**src/design/tife_pkg.sv**
```systemverilog
// Shared types, byte codes and the byte classifier for the text line field extractor.
package tife_pkg;

    localparam int unsigned BYTE_W   = 8;
    localparam int unsigned POS_W    = 8;
    localparam int unsigned CFG_IDX_W = 8;

    localparam logic [POS_W-1:0] POS_MAX = '1;

    localparam logic [BYTE_W-1:0] CH_TAB   = 8'd9;
    localparam logic [BYTE_W-1:0] CH_LF    = 8'd10;
    localparam logic [BYTE_W-1:0] CH_VT    = 8'd11;
    localparam logic [BYTE_W-1:0] CH_FF    = 8'd12;
    localparam logic [BYTE_W-1:0] CH_CR    = 8'd13;
    localparam logic [BYTE_W-1:0] CH_SPACE = 8'd32;
    localparam logic [BYTE_W-1:0] CH_PLUS  = 8'd43;
    localparam logic [BYTE_W-1:0] CH_MINUS = 8'd45;
    localparam logic [BYTE_W-1:0] CH_ZERO  = 8'd48;
    localparam logic [BYTE_W-1:0] CH_NINE  = 8'd57;

    // configuration register indexes
    localparam logic [CFG_IDX_W-1:0] CFG_X_INDEX = 8'd0;
    localparam logic [CFG_IDX_W-1:0] CFG_Y_INDEX = 8'd1;

    typedef enum logic [1:0] {
        PH_SIGN   = 2'd0,
        PH_DIGITS = 2'd1,
        PH_DONE   = 2'd2
    } t_phase;

    typedef struct packed {
        logic       lf;
        logic       sep;
        logic       skip;
        logic       sign;
        logic       minus;
        logic       digit;
        logic [3:0] digit_val;
    } t_byte_class;

    function automatic t_byte_class classify(input logic [BYTE_W-1:0] c);
        t_byte_class k;
        logic [BYTE_W-1:0] d;
        d           = c - CH_ZERO;
        k.lf        = (c == CH_LF);
        k.sep       = (c == CH_SPACE) || (c == CH_CR);
        k.skip      = (c == CH_TAB) || (c == CH_VT) || (c == CH_FF);
        k.sign      = (c == CH_PLUS) || (c == CH_MINUS);
        k.minus     = (c == CH_MINUS);
        k.digit     = (c >= CH_ZERO) && (c <= CH_NINE);
        k.digit_val = d[3:0];
        return k;
    endfunction

endpackage

```
**src/design/tife_in_stage.sv**
```systemverilog
// Input register: holds one classified byte until the parser takes it.
module tife_in_stage (
    input  logic                    i_clk,
    input  logic                    i_rst_n,
    input  logic                    i_valid,
    output logic                    o_ready,
    input  logic [7:0]              i_byte,
    input  logic                    i_out_free,
    output logic                    o_advance,
    output tife_pkg::t_byte_class   o_cls
);
    import tife_pkg::*;

    logic        r_valid;
    t_byte_class r_cls;

    // a line feed moves on only when the result register can take it
    assign o_advance = r_valid && (!r_cls.lf || i_out_free);
    assign o_ready   = !r_valid || o_advance;
    assign o_cls     = r_cls;

    always_ff @(posedge i_clk) begin
        if (!i_rst_n) begin
            r_valid <= 1'b0;
        end else if (o_ready) begin
            r_valid <= i_valid;
        end
    end

    always_ff @(posedge i_clk) begin
        if (i_valid && o_ready) begin
            r_cls <= classify(i_byte);
        end
    end

endmodule

```
**src/design/tife_parser.sv**
```systemverilog
// Token state and atoi-style conversion, one byte per cycle while i_advance is high.
module tife_parser #(
    parameter int unsigned VALUE_WIDTH = 32
) (
    input  logic                    i_clk,
    input  logic                    i_rst_n,
    input  logic                    i_advance,
    input  tife_pkg::t_byte_class   i_cls,
    input  logic [7:0]              i_x_index,
    input  logic [7:0]              i_y_index,
    output logic [VALUE_WIDTH-1:0]  o_x_next,
    output logic [VALUE_WIDTH-1:0]  o_y_next,
    output logic [7:0]              o_count_next
);
    import tife_pkg::*;

    localparam int unsigned SUM_W = VALUE_WIDTH + 4;
    localparam logic [SUM_W-1:0] TOP = SUM_W'(1) << (VALUE_WIDTH - 1);

    logic [POS_W-1:0]       r_pos, n_pos;
    logic                   r_inside, n_inside;
    t_phase                 r_phase, n_phase;
    logic                   r_neg, n_neg;
    logic [VALUE_WIDTH-1:0] r_mag, n_mag;
    logic [VALUE_WIDTH-1:0] r_x, r_y;

    logic                   tok_byte;
    logic                   finish;
    logic                   in_digits;
    logic [VALUE_WIDTH-1:0] value;
    logic [POS_W-1:0]       pos_after;
    logic [SUM_W-1:0]       mag_ext;
    logic [SUM_W-1:0]       sum;
    logic [SUM_W-1:0]       limit;

    assign tok_byte = !i_cls.lf && !i_cls.sep;
    assign finish   = r_inside && (i_cls.lf || i_cls.sep);
    assign value    = r_neg ? (VALUE_WIDTH'(0) - r_mag) : r_mag;
    assign pos_after = (finish && (r_pos != POS_MAX)) ? r_pos + 1'b1 : r_pos;

    // times ten as two shifts, then add the digit
    assign mag_ext = SUM_W'(r_mag);
    assign sum     = (mag_ext << 3) + (mag_ext << 1) + SUM_W'(i_cls.digit_val);
    assign limit   = r_neg ? TOP : TOP - 1'b1;

    // next phase
    always_comb begin
        n_phase   = r_phase;
        in_digits = 1'b0;
        if (!tok_byte) begin
            n_phase = PH_SIGN;
        end else begin
            unique case (r_phase)
                PH_SIGN: begin
                    if (i_cls.skip) begin
                        n_phase = PH_SIGN;
                    end else if (i_cls.sign) begin
                        n_phase = PH_DIGITS;
                    end else begin
                        in_digits = 1'b1;
                        n_phase   = i_cls.digit ? PH_DIGITS : PH_DONE;
                    end
                end
                PH_DIGITS: begin
                    in_digits = 1'b1;
                    n_phase   = i_cls.digit ? PH_DIGITS : PH_DONE;
                end
                default: begin
                    n_phase = r_phase;
                end
            endcase
        end
    end

    // token data
    always_comb begin
        n_inside = r_inside;
        n_neg    = r_neg;
        n_mag    = r_mag;
        n_pos    = r_pos;
        if (!tok_byte) begin
            n_inside = 1'b0;
            n_neg    = 1'b0;
            n_mag    = '0;
            n_pos    = i_cls.lf ? '0 : pos_after;
        end else begin
            n_inside = 1'b1;
            if ((r_phase == PH_SIGN) && !i_cls.skip && i_cls.sign) begin
                n_neg = i_cls.minus;
            end
            if (in_digits && i_cls.digit) begin
                n_mag = (sum > limit) ? limit[VALUE_WIDTH-1:0] : sum[VALUE_WIDTH-1:0];
            end
        end
    end

    assign o_x_next = (finish && (r_pos == i_x_index)) ? value : r_x;
    assign o_y_next = (finish && (r_pos == i_y_index)) ? value : r_y;
    assign o_count_next = pos_after;

    always_ff @(posedge i_clk) begin
        if (!i_rst_n) begin
            r_pos    <= '0;
            r_inside <= 1'b0;
            r_phase  <= PH_SIGN;
            r_neg    <= 1'b0;
            r_mag    <= '0;
            r_x      <= '0;
            r_y      <= '0;
        end else if (i_advance) begin
            r_pos    <= n_pos;
            r_inside <= n_inside;
            r_phase  <= n_phase;
            r_neg    <= n_neg;
            r_mag    <= n_mag;
            r_x      <= o_x_next;
            r_y      <= o_y_next;
        end
    end

endmodule

```
**src/design/tife_out_reg.sv**
```systemverilog
// Result register: holds one finished line until the consumer takes it.
module tife_out_reg #(
    parameter int unsigned VALUE_WIDTH = 32
) (
    input  logic                    i_clk,
    input  logic                    i_rst_n,
    input  logic                    i_load,
    input  logic [VALUE_WIDTH-1:0]  i_x,
    input  logic [VALUE_WIDTH-1:0]  i_y,
    input  logic [7:0]              i_count,
    output logic                    o_free,
    output logic                    o_valid,
    input  logic                    i_ready,
    output logic [VALUE_WIDTH-1:0]  o_x,
    output logic [VALUE_WIDTH-1:0]  o_y,
    output logic [7:0]              o_count
);
    logic                   r_valid;
    logic [VALUE_WIDTH-1:0] r_x, r_y;
    logic [7:0]             r_count;

    assign o_free  = !r_valid || i_ready;
    assign o_valid = r_valid;
    assign o_x     = r_x;
    assign o_y     = r_y;
    assign o_count = r_count;

    always_ff @(posedge i_clk) begin
        if (!i_rst_n) begin
            r_valid <= 1'b0;
        end else if (i_load) begin
            r_valid <= 1'b1;
        end else if (i_ready) begin
            r_valid <= 1'b0;
        end
    end

    always_ff @(posedge i_clk) begin
        if (i_load) begin
            r_x     <= i_x;
            r_y     <= i_y;
            r_count <= i_count;
        end
    end

endmodule

```
**src/design/text_line_int_field_extractor.sv**
```systemverilog
// Top level of the text line integer field extractor.
//
//  channel | direction | handshake                | payload
//  --------+-----------+--------------------------+--------------------------------------
//  cfg     | in        | i_cfg_valid / o_cfg_ready | i_cfg_index, i_cfg_data
//  in      | in        | i_in_valid / o_in_ready   | i_rx_byte
//  out     | out       | o_out_valid / i_out_ready | o_x_value, o_y_value, o_token_count
//
// One byte per cycle sustained: each byte is classified into the input register and
// then applied to the token state by a shift-add times-ten step.
// A line feed yields its result in the output register when it is applied from the input register.
// Reset (synchronous, active low) clears the valid flags and the token state; token indexes return to 2 and 3.
// Only a line feed stalls: it waits in the input register while the previous result
// is still unsent, and other bytes keep flowing otherwise.
module text_line_int_field_extractor #(
    parameter int unsigned VALUE_WIDTH = 32
) (
    input  logic                    i_clk,
    input  logic                    i_rst_n,
    // configuration writes
    input  logic                    i_cfg_valid,
    output logic                    o_cfg_ready,
    input  logic [7:0]              i_cfg_index,
    input  logic [7:0]              i_cfg_data,
    // received bytes
    input  logic                    i_in_valid,
    output logic                    o_in_ready,
    input  logic [7:0]              i_rx_byte,
    // finished lines
    output logic                    o_out_valid,
    input  logic                    i_out_ready,
    output logic [VALUE_WIDTH-1:0]  o_x_value,
    output logic [VALUE_WIDTH-1:0]  o_y_value,
    output logic [7:0]              o_token_count
);
    import tife_pkg::*;

    logic [7:0]             r_x_index;
    logic [7:0]             r_y_index;

    logic                   out_free;
    logic                   advance;
    t_byte_class            cls;
    logic [VALUE_WIDTH-1:0] x_next;
    logic [VALUE_WIDTH-1:0] y_next;
    logic [7:0]             count_next;

    // configuration is always accepted; writes beyond the list are dropped
    assign o_cfg_ready = 1'b1;

    always_ff @(posedge i_clk) begin
        if (!i_rst_n) begin
            r_x_index <= 8'd2;
            r_y_index <= 8'd3;
        end else if (i_cfg_valid) begin
            if (i_cfg_index == CFG_X_INDEX) begin
                r_x_index <= i_cfg_data;
            end
            if (i_cfg_index == CFG_Y_INDEX) begin
                r_y_index <= i_cfg_data;
            end
        end
    end

    // hold and classify the incoming byte
    tife_in_stage u_in (
        .i_clk      (i_clk),
        .i_rst_n    (i_rst_n),
        .i_valid    (i_in_valid),
        .o_ready    (o_in_ready),
        .i_byte     (i_rx_byte),
        .i_out_free (out_free),
        .o_advance  (advance),
        .o_cls      (cls)
    );

    // advance the token state by one byte
    tife_parser #(
        .VALUE_WIDTH (VALUE_WIDTH)
    ) u_parser (
        .i_clk        (i_clk),
        .i_rst_n      (i_rst_n),
        .i_advance    (advance),
        .i_cls        (cls),
        .i_x_index    (r_x_index),
        .i_y_index    (r_y_index),
        .o_x_next     (x_next),
        .o_y_next     (y_next),
        .o_count_next (count_next)
    );

    // capture the line result when a line feed is applied
    tife_out_reg #(
        .VALUE_WIDTH (VALUE_WIDTH)
    ) u_out (
        .i_clk   (i_clk),
        .i_rst_n (i_rst_n),
        .i_load  (advance && cls.lf),
        .i_x     (x_next),
        .i_y     (y_next),
        .i_count (count_next),
        .o_free  (out_free),
        .o_valid (o_out_valid),
        .i_ready (i_out_ready),
        .o_x     (o_x_value),
        .o_y     (o_y_value),
        .o_count (o_token_count)
    );

endmodule

```
**config.mk**
```make
export PLATFORM = sky130hd
export DESIGN_NAME = text_line_int_field_extractor
export DESIGN_NICKNAME = d
export VERILOG_FILES = /design/src/design/tife_pkg.sv /design/src/design/tife_in_stage.sv /design/src/design/tife_parser.sv /design/src/design/tife_out_reg.sv /design/src/design/text_line_int_field_extractor.sv
export SDC_FILE = /design/constraint.sdc
export NUM_CORES = 1
export LEC_CHECK = 0
export ABC_AREA = 1
export BUFFER_PORTS_ARGS = -buffer_cell sky130_fd_sc_hd__buf_2
export CAP_MARGIN = 20
export CORE_MARGIN = 2
export CORE_UTILIZATION = 51
export CTS_BUF_LIST = sky130_fd_sc_hd__clkbuf_8 sky130_fd_sc_hd__clkbuf_16
export DETAILED_ROUTE_END_ITERATION = 10
export HOLD_SLACK_MARGIN = 0.05
export PLACE_DENSITY = 0.7
export SYNTH_ARGS = -nofsm -noshare
export SYNTH_HDL_FRONTEND = slang
export SYNTH_SLANG_ARGS = --single-unit
```
**constraint.sdc**
```tcl
create_clock -name i_clk -period 4 [get_ports i_clk]
set_input_delay 0.8 -clock i_clk [delete_from_list [all_inputs] [get_ports i_clk]]
set_output_delay 0.8 -clock i_clk [all_outputs]
set_load 0.01 [all_outputs]
```
[Yosys cells after proc, flatten, opt, wreduce, memory -nomap -nowiden]
Index checks and enable logic that the tools add are counted.
Storage, ports and cells
  register bits after elaboration: 208
  input bits: 29
  output and inout port bits: 75
  logic and storage cells: 103
Operators by class
  add/subtract/negate cells: 5
  magnitude comparators: 3
  equality and inequality tests: 16
  mux-type cells: 23
  bitwise gates (word level): 1
  reduce and logical (&&, ||, !) cells: 34
Operators with widths (count)
  32-bit 2-to-1 mux: 7
  8-bit by 4-bit equality test with 1-bit output, second input constant: 5
  35-bit by 33-bit adder with 36-bit output: 1
  36-bit by 4-bit adder with 36-bit output: 1
  36-bit > comparator: 1
  1-bit by 32-bit subtractor with 32-bit output, first input constant: 1
  8-bit by 6-bit equality test with 1-bit output, second input constant: 3
  8-bit equality test: 2
  8-bit 2-to-1 mux: 2
  1-bit logical AND: 12
  2-bit AND reduction: 6
  8-bit by 1-bit adder with 8-bit output, second input constant: 1
  8-bit by 1-bit equality test with 1-bit output, second input constant: 1
  8-bit by 6-bit greater-or-equal comparator with 1-bit output, second input constant: 1
  8-bit by 6-bit less-or-equal comparator with 1-bit output, second input constant: 1
  8-bit logical NOT: 1
  1-bit logical OR: 8
  1-bit 2-to-1 mux: 8
  2-bit 2-to-1 mux: 4
  8-bit != test, second input constant: 1
  1-bit logical NOT: 5
  2-bit != test, second input constant: 2
  2-bit one-hot mux with 2 select lines: 1
  4-bit by 1-bit subtractor with 4-bit output, second input constant: 1
  other kinds (6): 6

[Logic depth before layout (Yosys ltp)]
  depth in word-level cells: 7
  depth in mapped cells: 29
  mapped depth without buffers: 28

[Modules after synthesis]
A second synthesis with hierarchy kept.
Unflattened totals
  cells, all modules: 1774
  area total of the unflattened synthesis: 13047.5 um^2
By module, submodules not included
  tife_parser: instances 1, cells each 1536, area each 9557.9 um^2, seq. area each 2162.1 um^2
  tife_out_reg: instances 1, cells each 78, area each 2208.4 um^2, seq. area each 2182.1 um^2
  text_line_int_field_extractor: instances 1, cells each 106, area each 765.7 um^2, seq. area each 320.3 um^2
  tife_in_stage: instances 1, cells each 54, area each 515.5 um^2, seq. area each 320.3 um^2

[Worst setup path before layout]
OpenSTA, ideal clock, no wires.
  path type: reg2reg
  start: register u_in.r_cls, in the netlist u_in.o_cls[3]
  end: register u_parser.r_mag[10]
  setup time: 0.132 ns
  data arrival time: 3.532 ns
  data required time: 3.868 ns
  setup slack: 0.335 ns
  stages on the path, launching flop included: 27
  path buffers: 1
  clock period less this slack: 3.665 ns
  path through: edfxtp_1 > fa_1 > fa_1 > nand3_1 > nand3_2 > nand2_1 > nand2_1 > a31o_2 > xnor2_1 > inv_1 > ha_1 > nand2_1 > nor2_1 > nand2_1 > nor2_1 > nand2_1 > nand3_1 > nand2_1 > nand2_1 > nand2_1 > nand2_1 > nand2_1 > nand3_2 > nand2_4 > buf_6 > nand3_1 > a21oi_1
Between the ends
  word-level cells in the longest chain between the ends: 5
RTL lines
  start: declaration: line tife_in_stage.sv:15  | t_byte_class r_cls;
  start signal: assignment: line tife_in_stage.sv:32  | r_cls <= classify(i_byte);
  36-bit by 4-bit adder with 36-bit output (*): line tife_parser.sv:43  | assign sum = (mag_ext << 3) + (mag_ext << 1) + SUM_W'(i_cls.digit_val);
  36-bit > comparator: line tife_parser.sv:92  | n_mag = (sum > limit) ? limit[VALUE_WIDTH-1:0] : sum[VALUE_WIDTH-1:0];
  32-bit 2-to-1 mux (*): line tife_parser.sv:92
  32-bit 2-to-1 mux (*): line tife_parser.sv:91  | if (in_digits && i_cls.digit) begin
  32-bit 2-to-1 mux (*): line tife_parser.sv:81  | if (!tok_byte) begin
  end signal: assignment: line tife_parser.sv:115  | r_mag <= n_mag;
  end: declaration: line tife_parser.sv:24  | logic [VALUE_WIDTH-1:0] r_mag, n_mag;
Every way passes the cells marked *; elsewhere a longest branch is shown, timed or not. The select of a mux whose other input is x is not followed.
A chain may end at the register's enable or synchronous reset.

[Final worst setup path]
  start: register u_in.r_cls, in the netlist u_in.o_cls[3]
  end: register u_parser.r_mag[27]
Same word-level chain as after synthesis.

==> metrics.md <==
| Metric | Value |
|---|---|
| DP Worst Slack | -0.149 ns |
| Multi-input gate area | 7520 µm² |
| Fin util | 0.633 |
| Final wirelength | 35800 µm |
| Die height | 164 µm |
| Clk_lat worst skew | 0.50 ns |
| Synthesized area | 13100 µm² |
| Worst setup EP type | register |
| Cell count of the worst reg-to-reg path | 25 |
| Outcome | finished, final reports clean |
| M3 GR Usage | 0.0237 |
| Grt ovf | 0 |
| Stages on the worst setup path | 25 |
| Slew @ Worst Pin | 0.900 ns |
| Crit-path slowest cell | fa_2 |
| Pin count of the biggest net entering global routing | 67 |
| Syn Inst Count | 1773 |
| Synth Area in Compound Gates | 0.121 |
| Final Max Slew Viols | 0 |
| CTS Buffer Depth | 3 |
| Bufs and invs on worst path | 4 |
| FP Rows | 58 |
| Final Instance Count excl. Fillers | 2276 |
| Synth cell types | 55 |
| Root buffer cell | clkbuf_16 |
| DR iter-0 viols | 902 |
| DR WL/cell | 15.7 µm |
| Share of cells above drive strength 1 | 0.201 |
| Most Crowded Layer GR | met2 |
| RePlAce Congestion | 0.904 |
| Max transition margin | 0.399 |
| Critical Path Most Common Cell | nand2_1 |
| Post-synth top area share | 0.193 |
| RSZ-0062 raised after global routing | yes |
| Design area | 15900 µm² |
| Mux cell area share after synthesis | 0 |
| CTS tree | done |
| Dpl cell area | 14200 µm² |
| CORE AREA | 25200 µm² |
| Internal reg-to-reg setup slack | 0.03 ns |
| Adder-cell share of the synthesized area | 0.0959 |
| Fmax | 252 MHz |
| First-pass iteration count of the detailed router | 5 |
| Max FO, Critical Path | 8 |
| Placed Cells incl. Taps | 2217 |
| Hold path endpoint | r_x_index[0] |
| Setup slack after layout | 0.0258 ns |
| Critical Path Source Type | register |
| Ys Warns | 0 |
| Hold Vio Cnt, Final | 0 |
| # IOs | 104 |
| Vias in the first global route | 11400 |
| Synth Area in Simple Gates | 0.258 |
| CTS Hold Bufs | 0 |
| Peak supply drop | 0.382 mV |
| Xor/xnor cell area share of the yosys netlist | 0.0429 |
| Vias | 12200 |
| CP Class | reg2reg |
| Required time worst endpoint | 4.42 ns |
| I/O Buffers | 102 |
| Power Density | 298 nW/µm² |
| GRT Util Overall | 0.253 |
| Hold WC Path Type | reg2reg |
| Register area share after synthesis | 0.381 |
| Cell family with most CP delay | simple AND/OR/NAND/NOR gates |
| FILL cells | 2146 |
| Die width | 164 µm |
| Tot Pwr | 4.75 mW |
| H-tree depth | 1 |
| NumNets Final | 2060 |
| Top post-synthesis cells by area | dfxtp_1 19%, edfxtp_1 19%, nand2_1 12% |
| Max cap viols | 0 |
| Layout area overhead | 22.0% |
| CP Data Arrival Time | 4.40 ns |
| HP Start | r_x_index[0] |
| Min Hold Slack | 0.474 ns |
| Cell leakage power | 7.98 nW |
| First-pass GRT wire length | 55400 µm |
| Worst flop-to-flop path endpoint | u_parser.r_mag[27] |
| Initial Util | 0.519 |
| Crit-path max cell delay | 0.49 ns |
| CTS Sinks | 208 |
| Antenna violations before repair | 0 |
| Cts bufs inserted | 21 |
| GR met1 Demand/Resource | 0.343 |
| Die area | 26900 µm² |
| Register area | 5010 µm² |
| Largest family of logic cells by synthesized area | simple AND/OR/NAND/NOR gates |
| Skew final | 0.0125 ns |
| Post-Syn Nets | 1901 |
| Met2 usage | 0.432 |
| Hpwl dp | 26100 µm |
| Endpoints failing setup | 0 |
| # diodes | 0 |
| FF+latch count, synth | 208 |
| Setup TNS | 0 ns |
| DRC violations left | 0 |
| Post-route minimum period | 3.97 ns |
| Antenna-violating nets left | 0 |
| Final period util | 0.994 |
| Reg clk slew, reported paths | 0.07 ns |
| Avg Inst Size Synth | 7.37 µm² |
| Hold path cells | 2 |
| Routed vias/inst | 5.38 |
| R2R Path Start | u_in.o_cls[3] |
| Area leader, netlist | dfxtp_1 |
power breakdown:
| group | switching, mW | internal [mW] | total, mW |
|---|---|---|---|
| combinational | 0.189 | 0.102 | 0.290 |
| sequential | 0.0302 | 2.26 | 2.30 |
| clock | 0.816 | 1.35 | 2.16 |
worst register-to-register path: cells and delay by family, from the launching register on:
family	cells	cell delay, ns
buffers and inverters	4	0.47
xor gates and xnor gates	1	0.26
AOI/OAI and AO/OA	4	0.55
adders and majority gates	3	1.07
DFF	1	0.40
and+or+nand+nor	13	1.14
final cells by class:
type / count / share of cell area
Multi-Input combinational cell: 1237 / 0.471
Sequential cell: 208 / 0.314
Timing Repair Buffer: 189 / 0.0765
Inverter: 275 / 0.0647
Clock buffer: 21 / 0.0330
Tap cell: 330 / 0.0259
Clock inverter: 16 / 0.0147
state kept, by name, indices dropped and copies added, names as in the netlist, 8 cells and up:
signal and flops:
u_parser.r_pos 8, u_out.o_y 32, u_parser.r_mag 32, r_y_index 8, r_x_index 8, u_out.o_count 8
u_parser.r_y 32, u_in.o_cls 10, u_out.o_x 32, u_parser.r_x 32
Yosys cell counts (all sizes together):
cell type and number:
nor3 16, a211oi 2, o311a 1, nor2 170, xor2 49, or2 13
fa 2, a31oi 1, nand3 117, or3 1, and2 1, a21boi 10
o211ai 1, o2111ai 1, o21a 1, xnor2 15, nand2 422, a21oi 127
inv 275, clkbuf 33, a22oi 1, nand3b 6, ha 97, dfxtp 126
a21o 4, nor4 8, or4 1, conb 1, o22ai 6, buf 23
a31o 3, nand4 17, nand2b 1, nor3b 3, o21ai 125, edfxtp 82
and3 2, o21bai 9
what timing repair did:
item                                    4_1_cts  5_1_grt
gates cloned                                  1        2
endpoints found under the setup margin       32       32
gates resized for setup                       9      129
pin swaps                                     3       29
buffers inserted                              5       15
how the worst max path moves through the flow:
| stage | endpoint | start |
|---|---|---|
| after global placement | u_parser.r_mag[0] | u_in.o_cls[3] |
| after global routing | u_parser.r_mag[7] | u_parser.r_mag[8] |
| after detailed placement | u_parser.r_mag[27] | u_in.o_cls[3] |
| after CTS | u_parser.r_mag[31] | u_in.o_cls[2] |
| after floorplan | u_parser.r_mag[10] | u_in.o_cls[3] |
| final | u_parser.r_mag[27] | u_in.o_cls[3] |
layout by cell type (no fill, tap or decap), drive strengths merged, types with 15 or more instances in the layout:
master / instances
xnor2: 15
ha: 97
inv: 278
dfxtp: 126
o21ai: 125
nor2: 170
buf: 189
a21oi: 127
nand4: 17
nand2: 425
nand3: 117
clkbuf: 21
nor3: 16
edfxtp: 82
xor2: 49
kinds of logic after synthesis:
logic type | Yosys count
compound gates | 292
xor+xnor | 64
fa+ha+maj | 99
buf+inv | 331
flops | 208
other cells | 1
simple gates | 778
layer usage:
| layer | part of all wire | wire length (µm) |
|---|---|---|
| met1 | 0.44 | 15600 |
| met2 | 0.49 | 17400 |
| met3 | 0.052 | 1860 |
| met4 | 0.026 | 916 |
| met5 | 0 | 0 |
(Power assumes the default switching activity.)
